### src/rtl/bra_pkg.sv
// shared constants and types of the bitmap run allocator
`timescale 1ns / 1ps
package bra_pkg;

    localparam int MAP_BYTES = 128;
    localparam int ADDR_W    = $clog2(MAP_BYTES);
    localparam int CNT_W     = 8;
    localparam int IDX_W     = 10;
    localparam int RUN_W     = 11;
    localparam int OP_W      = 2;

    typedef logic [7:0]        t_byte;
    typedef logic [ADDR_W-1:0] t_addr;

    // request codes
    typedef enum logic [OP_W-1:0] {
        OP_CLEAR = 2'd0,
        OP_TEST  = 2'd1,
        OP_WRITE = 2'd2,
        OP_SCAN  = 2'd3
    } t_op;

    // control from the sequencer to the run scanner
    typedef struct packed {
        logic start;
        logic step;
    } t_scan_ctl;

    // status from the run scanner back to the sequencer
    typedef struct packed {
        logic       hit;
        logic [2:0] pos;
    } t_scan_res;

endpackage

### src/rtl/bra_map_ram.sv
// allocation map storage: one byte per row, valid bits give the cleared state
`timescale 1ns / 1ps
module bra_map_ram (
    input  logic                  i_clk,
    input  logic                  i_rst_n,
    input  logic                  i_wr_en,
    input  bra_pkg::t_addr        i_wr_addr,
    input  bra_pkg::t_byte        i_wr_data,
    input  logic                  i_rd_en,
    input  bra_pkg::t_addr        i_rd_addr,
    output bra_pkg::t_byte        o_rd_data,
    input  logic                  i_clr_en,
    input  logic [bra_pkg::CNT_W-1:0] i_clr_bytes
);
    import bra_pkg::*;

    t_byte                r_mem [MAP_BYTES];
    logic [MAP_BYTES-1:0] r_valid;
    t_byte                r_rd_raw;
    logic                 r_rd_vld;

    always_ff @(posedge i_clk) begin
        if (i_wr_en) begin
            r_mem[i_wr_addr] <= i_wr_data;
        end
        if (i_rd_en) begin
            r_rd_raw <= r_mem[i_rd_addr];
        end
    end

    always_ff @(posedge i_clk) begin
        if (!i_rst_n) begin
            r_valid  <= '0;
            r_rd_vld <= 1'b0;
        end else begin
            if (i_rd_en) begin
                r_rd_vld <= r_valid[i_rd_addr];
            end
            if (i_wr_en) begin
                r_valid[i_wr_addr] <= 1'b1;
            end
            if (i_clr_en) begin
                // drop only the rows in use
                for (int k = 0; k < MAP_BYTES; k++) begin
                    if (CNT_W'(k) < i_clr_bytes) begin
                        r_valid[k] <= 1'b0;
                    end
                end
            end
        end
    end

    // a row never written since its last clear reads as all free
    assign o_rd_data = r_rd_vld ? r_rd_raw : '0;

endmodule

### src/rtl/bra_run_scan.sv
// run scanner: takes one map byte per cycle while step is set and tracks the current free run
`timescale 1ns / 1ps
module bra_run_scan (
    input  logic                      i_clk,
    input  logic                      i_rst_n,
    input  bra_pkg::t_scan_ctl        i_ctl,
    input  bra_pkg::t_byte            i_digit,
    input  logic [bra_pkg::RUN_W-1:0] i_len,
    output bra_pkg::t_scan_res        o_res
);
    import bra_pkg::*;

    logic [RUN_W-1:0] r_run;
    logic [RUN_W-1:0] n_run;
    t_scan_res        res;

    always_comb begin
        n_run   = r_run;
        res.hit = 1'b0;
        res.pos = '0;
        // eight bit steps, lowest bit first
        for (int k = 0; k < 8; k++) begin
            if (i_digit[k]) begin
                n_run = '0;
            end else begin
                n_run = n_run + RUN_W'(1);
            end
            if (!res.hit && n_run == i_len) begin
                res.hit = 1'b1;
                res.pos = 3'(k);
            end
        end
    end

    always_ff @(posedge i_clk) begin
        if (!i_rst_n) begin
            r_run <= '0;
        end else if (i_ctl.start) begin
            r_run <= '0;
        end else if (i_ctl.step) begin
            r_run <= n_run;
        end
    end

    assign o_res = res;

endmodule

### src/rtl/bitmap_run_allocator.sv
// top level: request sequencer, configuration register and result register
`timescale 1ns / 1ps
// Keeps a page bitmap of up to 1024 bits (128 bytes, bit i in byte i/8 at position i%8)
// and serves one request at a time: clear all, test a bit, write a bit, or scan for the
// lowest run of free bits. Clear and out-of-range requests go from start to done, test
// and write pass a read-modify-write state (read, then modify and write back), and a scan
// walks the map one byte per cycle through the read port, eight bits handled per byte.
// Reset needs no clearing pass: the map comes out of reset all free. A finished result
// waits in the output register while the next request is taken. The user must write
// bytes_in_use only while no request is in flight; the block itself does not enforce it.
module bitmap_run_allocator (
    input  logic                      i_clk,
    input  logic                      i_rst_n,
    input  logic                      i_cfg_we,
    input  logic [bra_pkg::CNT_W-1:0] i_cfg_data,
    input  logic                      i_in_valid,
    output logic                      o_in_stall,
    input  logic [bra_pkg::OP_W-1:0]  i_op,
    input  logic [bra_pkg::IDX_W-1:0] i_bit_index,
    input  logic                      i_set_value,
    input  logic [bra_pkg::RUN_W-1:0] i_run_length,
    output logic                      o_out_valid,
    input  logic                      i_out_stall,
    output logic                      o_found,
    output logic [bra_pkg::IDX_W-1:0] o_start_index,
    output logic                      o_bit_value
);
    import bra_pkg::*;

    typedef enum logic [2:0] {
        S_IDLE,
        S_START,
        S_RMW,
        S_SCAN,
        S_DONE
    } t_state;

    t_state           r_state, n_state;
    logic [CNT_W-1:0] r_bytes;
    t_op              r_op;
    logic [IDX_W-1:0] r_idx;
    logic             r_val;
    logic [RUN_W-1:0] r_len;
    t_addr            r_cons, n_cons;
    logic             r_out_valid, n_out_valid;
    logic             r_found, n_found;
    logic [IDX_W-1:0] r_start, n_start;
    logic             r_bit_value, n_bit_value;
    logic             r_res_found, n_res_found;
    logic [IDX_W-1:0] r_res_start, n_res_start;
    logic             r_res_bit, n_res_bit;

    logic             accept;
    logic [CNT_W-1:0] nbytes;
    logic [RUN_W-1:0] map_bits;
    logic             idx_ok;
    logic             ram_wr_en;
    t_byte            ram_wr_data;
    logic             ram_rd_en;
    t_addr            ram_rd_addr;
    t_byte            ram_rd_data;
    logic             ram_clr_en;
    t_scan_ctl        scan_ctl;
    t_scan_res        scan_res;
    logic [IDX_W-1:0] hit_bit;
    logic [RUN_W-1:0] hit_start;
    logic             last_byte;
    logic             out_free;

    assign accept     = i_in_valid && !o_in_stall;
    assign o_in_stall = (r_state != S_IDLE);
    assign nbytes     = (r_bytes > CNT_W'(MAP_BYTES)) ? CNT_W'(MAP_BYTES) : r_bytes;
    assign map_bits   = {nbytes, 3'b000};
    assign idx_ok     = CNT_W'(r_idx[IDX_W-1:3]) < nbytes;
    assign hit_bit    = {r_cons, scan_res.pos};
    assign hit_start  = {1'b0, hit_bit} + RUN_W'(1) - r_len;
    assign last_byte  = (CNT_W'(r_cons) + CNT_W'(1)) == nbytes;
    assign out_free   = !r_out_valid || !i_out_stall;

    always_comb begin
        ram_wr_data               = ram_rd_data;
        ram_wr_data[r_idx[2:0]]   = r_val;
    end

    always_comb begin
        n_state      = r_state;
        n_cons       = r_cons;
        n_out_valid  = r_out_valid;
        n_found      = r_found;
        n_start      = r_start;
        n_bit_value  = r_bit_value;
        n_res_found  = r_res_found;
        n_res_start  = r_res_start;
        n_res_bit    = r_res_bit;
        ram_wr_en    = 1'b0;
        ram_rd_en    = 1'b0;
        ram_rd_addr  = r_idx[IDX_W-1:3];
        ram_clr_en   = 1'b0;
        scan_ctl     = '0;

        if (r_out_valid && !i_out_stall) begin
            n_out_valid = 1'b0;
        end

        case (r_state)
            S_IDLE: begin
                if (accept) begin
                    n_state = S_START;
                end
            end
            S_START: begin
                n_res_found = 1'b0;
                n_res_start = '0;
                n_res_bit   = 1'b0;
                n_state     = S_DONE;
                case (r_op)
                    OP_CLEAR: begin
                        ram_clr_en  = 1'b1;
                        n_res_found = 1'b1;
                    end
                    OP_TEST, OP_WRITE: begin
                        if (idx_ok) begin
                            ram_rd_en = 1'b1;
                            n_state   = S_RMW;
                        end
                    end
                    OP_SCAN: begin
                        if (r_len != '0 && r_len <= map_bits) begin
                            ram_rd_en      = 1'b1;
                            ram_rd_addr    = '0;
                            n_cons         = '0;
                            scan_ctl.start = 1'b1;
                            n_state        = S_SCAN;
                        end
                    end
                    default: begin
                        n_state = S_DONE;
                    end
                endcase
            end
            S_RMW: begin
                n_res_found = 1'b1;
                if (r_op == OP_TEST) begin
                    n_res_bit = ram_rd_data[r_idx[2:0]];
                end else begin
                    ram_wr_en = 1'b1;
                end
                n_state = S_DONE;
            end
            S_SCAN: begin
                // consume byte r_cons while fetching the next one
                scan_ctl.step = 1'b1;
                ram_rd_en     = 1'b1;
                ram_rd_addr   = r_cons + t_addr'(1);
                n_cons        = r_cons + t_addr'(1);
                if (scan_res.hit) begin
                    n_res_found = 1'b1;
                    n_res_start = hit_start[IDX_W-1:0];
                    n_state     = S_DONE;
                end else if (last_byte) begin
                    n_state = S_DONE;
                end
            end
            S_DONE: begin
                if (out_free) begin
                    n_out_valid = 1'b1;
                    n_found     = r_res_found;
                    n_start     = r_res_start;
                    n_bit_value = r_res_bit;
                    n_state     = S_IDLE;
                end
            end
            default: begin
                n_state = S_IDLE;
            end
        endcase
    end

    always_ff @(posedge i_clk) begin
        if (!i_rst_n) begin
            r_state     <= S_IDLE;
            r_out_valid <= 1'b0;
            r_bytes     <= CNT_W'(MAP_BYTES);
        end else begin
            r_state     <= n_state;
            r_out_valid <= n_out_valid;
            if (i_cfg_we) begin
                r_bytes <= i_cfg_data;
            end
        end
        if (accept) begin
            r_op  <= t_op'(i_op);
            r_idx <= i_bit_index;
            r_val <= i_set_value;
            r_len <= i_run_length;
        end
        r_cons      <= n_cons;
        r_found     <= n_found;
        r_start     <= n_start;
        r_bit_value <= n_bit_value;
        r_res_found <= n_res_found;
        r_res_start <= n_res_start;
        r_res_bit   <= n_res_bit;
    end

    bra_map_ram u_map (
        .i_clk      (i_clk),
        .i_rst_n    (i_rst_n),
        .i_wr_en    (ram_wr_en),
        .i_wr_addr  (r_idx[IDX_W-1:3]),
        .i_wr_data  (ram_wr_data),
        .i_rd_en    (ram_rd_en),
        .i_rd_addr  (ram_rd_addr),
        .o_rd_data  (ram_rd_data),
        .i_clr_en   (ram_clr_en),
        .i_clr_bytes(nbytes)
    );

    bra_run_scan u_scan (
        .i_clk  (i_clk),
        .i_rst_n(i_rst_n),
        .i_ctl  (scan_ctl),
        .i_digit(ram_rd_data),
        .i_len  (r_len),
        .o_res  (scan_res)
    );

    assign o_out_valid   = r_out_valid;
    assign o_found       = r_found;
    assign o_start_index = r_start;
    assign o_bit_value   = r_bit_value;

`ifndef SYNTHESIS
    a_done_loads: assert property (@(posedge i_clk) disable iff (!i_rst_n)
        (r_state == S_DONE && out_free) |=> (r_out_valid && r_state == S_IDLE))
        else $error("finished result not loaded into output register");

    a_no_start_when_missing: assert property (@(posedge i_clk) disable iff (!i_rst_n)
        (r_out_valid && !r_found) |-> (r_start == '0 && !r_bit_value))
        else $error("result fields set without a hit");

    a_scan_in_bounds: assert property (@(posedge i_clk) disable iff (!i_rst_n)
        (r_state == S_SCAN) |-> (CNT_W'(r_cons) < nbytes))
        else $error("scan walked past the bytes in use");

    a_map_write_in_range: assert property (@(posedge i_clk) disable iff (!i_rst_n)
        ram_wr_en |-> (idx_ok && r_op == OP_WRITE))
        else $error("map written outside a valid write request");
`endif

endmodule

### config.mk
export PLATFORM = sky130hd
export DESIGN_NAME = bitmap_run_allocator
export DESIGN_NICKNAME = d
export VERILOG_FILES = /design/src/rtl/bra_pkg.sv /design/src/rtl/bra_map_ram.sv /design/src/rtl/bra_run_scan.sv /design/src/rtl/bitmap_run_allocator.sv
export SDC_FILE = /design/constraint.sdc
export NUM_CORES = 2
export LEC_CHECK = 0
export ABC_AREA = 1
export BUFFER_PORTS_ARGS = -buffer_cell sky130_fd_sc_hd__buf_2
export CAP_MARGIN = 40
export CORE_ASPECT_RATIO = 2
export CORE_UTILIZATION = 25
export CTS_CLUSTER_SIZE = 30
export DETAILED_ROUTE_END_ITERATION = 6
export GPL_TIMING_DRIVEN = 0
export PLACE_DENSITY = 0.37
export RECOVER_POWER = 50
export SLEW_MARGIN = 15
export SYNTH_ARGS = -nofsm -noshare
export SYNTH_HDL_FRONTEND = slang
export SYNTH_SLANG_ARGS = --single-unit
### constraint.sdc
create_clock -name i_clk -period 11.6 [get_ports i_clk]
set_clock_uncertainty 0.2 [all_clocks]
set_input_delay 0 -clock i_clk [delete_from_list [all_inputs] [get_ports i_clk]]
set_output_delay 0 -clock i_clk [all_outputs]
set_load 0.02 [all_outputs]
## Word-level counts from Yosys, hierarchy flattened

Memory sizes are Yosys's and may differ from the RTL's. A register that Yosys moved wholly into a read port is not among the register bits.
Index checks and enable logic that the tools add are counted.

| operators by class | value |
|---|---|
| $add $sub $neg | 12 |
| multiply operators | 0 |
| divide/modulo/power cells | 0 |
| $lt $le $gt $ge | 136 |
| equal/unequal tests | 23 |
| shifts and indexed selects | 0 |
| multiplexer cells | 193 |
| bitwise gates (word level) | 2 |
| reductions and logical operators | 38 |

Operators by type and width:

| cell | count |
|---|---|
| $lt A7 B8 Y1 const A | 64 |
| $lt A6 B8 Y1 const A | 32 |
| $mux W128 | 2 |
| $mux W1 | 148 |
| $lt A5 B8 Y1 const A | 16 |
| $or A128 B128 Y128 | 1 |
| $add A11 B1 Y11 const B | 8 |
| $eq A11 B11 Y1 | 8 |
| $mux W11 | 8 |
| $lt A4 B8 Y1 const A | 8 |
| $lt A3 B8 Y1 const A | 4 |
| $mux W4 | 8 |
| $mux W7 | 4 |
| $pmux W7 S2 | 2 |
| $pmux W10 S2 | 1 |
| $mux W3 | 6 |
| $lt A1 B8 Y1 const A | 2 |
| $lt A2 B8 Y1 const A | 2 |
| $lt A7 B8 Y1 const B | 2 |
| $mux W8 | 2 |
| $pmux W3 S5 | 1 |
| $logic_and A1 B1 Y1 | 12 |
| $le A11 B11 Y1 | 1 |
| $reduce_bool A11 Y1 | 1 |
| 37 further kinds | 61 |

| word-level totals | value |
|---|---|
| register bits | 207 |
| bits in latches | 0 |
| bits in writable memories | 1024 |
| bits in read-only memories | 0 |
| bits of input ports | 37 |
| output and inout port bits | 14 |
| word-level logic and storage cells | 422 |
| memories kept | 1 |

Memories:

| name | depth | width | rd ports | clocked after memory_dff | write ports | RTL line | source |
|---|---|---|---|---|---|---|---|
| u_map.r_mem | 128 | 8 | 1 | 1 | 1 | bra_map_ram.sv:17 | `t_byte r_mem [MAP_BYTES];` |

## Depth between registers and ports, before layout

| logic depth | value |
|---|---|
| depth in word-level cells | 29 |
| gate-level depth with buffers | 59 |
| mapped depth without buffers | 57 |

## Hierarchy

From an unflattened synthesis, not the netlist that was laid out.

| second synthesis, totals | value |
|---|---|
| cells, all modules | 5374 |
| area, all modules | 55079.1 um^2 |

By module, submodules not included:

| module | times used | cells an instance | area each (um^2) | seq. area each (um^2) |
|---|---|---|---|---|
| bra_map_ram | 1 | 4200 | 47197.8 | 33572.2 |
| bra_run_scan | 1 | 732 | 3991.3 | 220.2 |
| bitmap_run_allocator | 1 | 442 | 3890.0 | 1891.8 |

## Worst setup path before layout

OpenSTA, ideal clock, no wires.

| timing path | value |
|---|---|
| path type | register -> register |
| start point | reg u_map.r_rd_vld |
| end point | mem u_map.r_mem[0][2] in the netlist's numbering, data pin |
| setup time | 1.197 ns |
| arrival | 5.961 ns |
| data required time | 10.203 ns |
| setup slack | 4.243 ns |
| stages on the path, launching flop included | 6 |
| path buffers | 3 |
| period minus slack after synthesis | 7.357 ns |
| path through | dfxtp_1 > buf_6 > nand2_1 > buf_4 > clkbuf_1 > o21ai_0 |

| between the ends | value |
|---|---|
| cells in the longest elaborated chain, start to end | 2 |

Ends and longest elaborated chain:

| what | RTL line | source |
|---|---|---|
| from (decl) | bra_map_ram.sv:20 | `logic r_rd_vld;` |
| from (signal assigned) | bra_map_ram.sv:37 | `r_rd_vld <= r_valid[i_rd_addr];` |
| $mux W8 | bra_map_ram.sv:54 | `assign o_rd_data = r_rd_vld ? r_rd_raw : '0;` |
| $bwmux W8 | bitmap_run_allocator.sv:82 | `ram_wr_data[r_idx[2:0]] = r_val;` |
| net ram_wr_data[2] | bitmap_run_allocator.sv:58 | `t_byte ram_wr_data;` |
| to (decl) | bra_map_ram.sv:17 |  |

The timed path passes the listed nets, and every way through them passes these cells.

## Final worst setup path

| timing path | value |
|---|---|
| start point | reg u_map.r_rd_vld |
| end point | reg r_res_start[9], data pin |

| between the ends | value |
|---|---|
| cells in the longest elaborated chain, start to end | 29 |
| elaborated cells on any way between the ends | 50 |
| those cells by class | 9 x add/sub; 8 x eq/ne; 19 x mux; 14 x reduce/logical |

Ends and longest elaborated chain:

| what | RTL line | source |
|---|---|---|
| $mux W8 * | bra_map_ram.sv:54 |  |
| branches (longest 23 deep; another with $add A11 B1 Y11) | -- |  |
| $mux W4 * | bra_run_scan.sv:28 | `if (!res.hit && n_run == i_len) begin` |
| $add A10 B1 Y10 * | bitmap_run_allocator.sv:76 | `assign hit_start = {1'b0, hit_bit} + RUN_W'(1) - r_len;` |
| $sub A10 B10 Y10 * | bitmap_run_allocator.sv:76 |  |
| $mux W10 * | bitmap_run_allocator.sv:156 | `if (scan_res.hit) begin` |
| $pmux W10 S2 * | bitmap_run_allocator.sv:105 | `case (r_state)` |
| to (signal assigned) | bitmap_run_allocator.sv:202 | `r_res_start <= n_res_start;` |
| to (decl) | bitmap_run_allocator.sv:50 | `logic [IDX_W-1:0] r_res_start, n_res_start;` |

Every way passes the cells marked *. The select of a mux whose other input is x is not followed.
A chain may end at the register's enable or synchronous reset.

==> out/qor.yml <==
global_route:
  grt_max_degree: 30
  grt_first_pass_wirelength_mm: 419.9
  overflow: 0
  grt_pass1_vias: 45480
  antenna_found_initial: 19
  grt_usage: 0.2863
power_and_ir_drop:
  ir_drop_mv: 0.1403
  p_leak_nw: 22.76
  p_per_area_mw_per_mm2: 204.2
detailed_routing:
  drt-initial-drc-count: 4207
  totalWireLength_mm: 323.7
  dr.pass1.iters: 7
  vias: 45920
  routedWlPerCell_um: 37.58
  antenna_left: 0
  viasPerCell: 5.331
  drc: 8
setup_path:
  critPathLaunchType: "flip-flop"
  critPathKind: "reg2reg"
  cp-end-kind: "flip-flop"
  arrival_ns: 10.51
  max_stage_delay_ns: 0.65
  reg2reg_slack_ns: 1.54
  crit_required_ns: 12.05
  reg2reg_depth: 54
  slowest_stage: "clkbuf_1"
  worst_path_most_repeated_cell: "nor2_1"
  crit_fanout: 10
placement:
  globalplace.congestion: 1.017
  hpwlAfterDp_mm: 254.8
  io_buffer_count: 50
  post-place-cells: 8301
  dpl_worst_slack_ns: 2.077
floorplan:
  die_y_um: 664.5
  dieWidth_um: 333.2
  rows: 242
  core_mm2: 0.2177
  io_pins: 51
  die-area_mm2: 0.2214
  initial_core_util: 0.2520
yosys:
  synth.most_common_cell: "nor2_1"
  yosys-top-cells-count: "nor2_1, edfxtp_1, o21ai_0, nand2_1, clkbuf_1"
  synth_nets: 5210
  avgSynthCellArea_um2: 10.70
  synth_top_area_share: 0.5950
  synth_area_mm2: 0.05486
  ys.flop_type: "edfxtp_1"
  synth_edf_count: 1087
  ys_types: 53
  synthArstFlopShare: 0
  ys_warn_count: 0
  synth_area_leaders: "edfxtp_1, nor2_1, dfxtp_1, o21ai_0, o32ai_1"
  synth_seq_cells: 1239
  syn-instance-count: 5129
  ys_seq_area_frac: 0.6505
  synth_area_leader_cell: "edfxtp_1"
timing:
  fin_tns_setup_ns: 0
  hold_viol: 0
  finalSetupViolations: 0
  max_clock_freq_ghz: 0.09938
  worst_pin_slew_ns: 2.796
  layout_min_cycle_time_ns: 10.06
  drv_slew: 243
  rsz0062_at_grt: "false"
  whs_ns: 0.04621
  max_slew_margin: -0.8837
  fin_crit_sh: 0.8674
  finalWorstSetupSlack_ns: 1.538
layout:
  layout.nets: 5771
  instances_no_fill: 8613
  syn_to_final_growth_pct: 22.31
  drive_gt1_frac: 0.1317
clocking:
  cts_inserted_buffers: 116
  cts_root_buf: "clkbuf_16"
  cts_buffer_depth: 3
  clkTransAtPathRegs_ns: 0.07
  h-tree-depth: 3
  cts_sinks: 1239
  cts_resized: 0
  insertion_delay_ns: 0.80
  cts_tree: "yes"
outcome:
  violations: "DRC, capacitance limit, slew limit"
  status: "finished, violations left"
flow_run:
  max-cap-violations: 15
min_path:
  holdPathStages: 5
  hold_path_class: "in2reg"
critical path, delay by kind of cell (launching register included):
| family | cells | cell delay, ns |
|---|---|---|
| AOI/OAI and AO/OA | 6 | 0.92 |
| xor gates and xnor gates | 1 | 0.20 |
| adders and majority gates | 8 | 2.53 |
| buffers and inverters | 11 | 1.82 |
| DFF | 1 | 0.31 |
| and+or+nand+nor | 28 | 3.90 |
layer usage:
layer  share of wire  GRT usage  wire [µm]
met1            0.30     0.2552      97830
met2            0.52     0.5288     169200
met3           0.051    0.04402      16410
met4            0.12     0.2976      40270
met5        0.000040          0         13
registers in the layout (all words and copies together), names as in the netlist:
signal	cells
o_out_valid	1
r_res_found	1
r_op	2
r_len	11
r_bytes	8
o_bit_value	1
u_map.r_rd_raw	8
r_idx	10
r_res_start	10
r_val	1
r_state	3
r_cons	7
r_res_bit	1
o_start_index	10
u_map.r_rd_vld	1
u_scan.r_run	11
o_found	1
u_map.r_mem	1024
u_map.r_valid	128
where the power goes:
| part | switching [W] | internal [W] |
|---|---|---|
| sequential | 0.0000325 | 0.00498 |
| clock | 0.00191 | 0.00211 |
| combinational | 0.00359 | 0.00107 |
| total | 0.00553 | 0.00816 |
cells in the final DEF, fill, tap and decap left out, types with 42 or more instances in the layout:
cell / count
xor2_1: 54
o32ai_1: 246
o221ai_1: 61
edfxtp_1: 1087
ha_1: 43
clkbuf_16: 116
buf_8: 96
nor2_1: 1277
o22ai_1: 73
buf_4: 45
nor3_1: 55
buf_2: 62
nand3_1: 103
buf_6: 99
dfxtp_1: 152
nor2_2: 111
o211ai_1: 42
clkbuf_2: 48
dlygate4sd3_1: 73
clkbuf_1: 322
o21ai_0: 538
inv_1: 221
nand2_1: 383
a21oi_1: 138
metrics by stage:
step / power, W / instance area, µm² / util
after floorplan: 0.006913 / 54860 / -
after CTS: 0.01370 / 68110 / 0.3129
after detailed placement: 0.009688 / 63570 / 0.2920
after global routing: 0.01388 / 67060 / 0.3080
final: 0.01370 / 67090 / 0.3082
after global placement: 0.009408 / 58620 / 0.2692
cells by family after synthesis:
family | count (synthesis) | synth area share
simple gates | 2049 | 0.1536
flops | 1239 | 0.6505
compound gates | 1167 | 0.1338
buf+inv | 550 | 0.03859
xor+xnor | 55 | 0.008781
fa+ha+maj | 44 | 0.01017
mux | 25 | 0.004562
timing repair:
action,4_1_cts,5_1_grt
hold buffers,73,0
hold endpoints to repair,100,0
setup buffers,0,0
area by class of cell:
type / instances / area [µm²]
flip-flops and latches: 1239 / 35680
plain buffers: 305 / 1246
well taps: 2806 / 3511
repair buffers: 443 / 4357
clock buffers: 143 / 3054
fillers: 22490 / 150600
clock inverters: 78 / 759.5
multi-input cells: 3340 / 17520
diodes: 14 / 35.03
inverters: 245 / 919.6
worst paths after layout:
check                      to      startpoint
max            r_res_start[9]  u_map.r_rd_vld
max reg2reg    r_res_start[9]  u_map.r_rd_vld
min reg2reg  o_start_index[7]  r_res_start[7]
min                r_bytes[6]        i_cfg_we
Power figures use the tool's default switching activity.
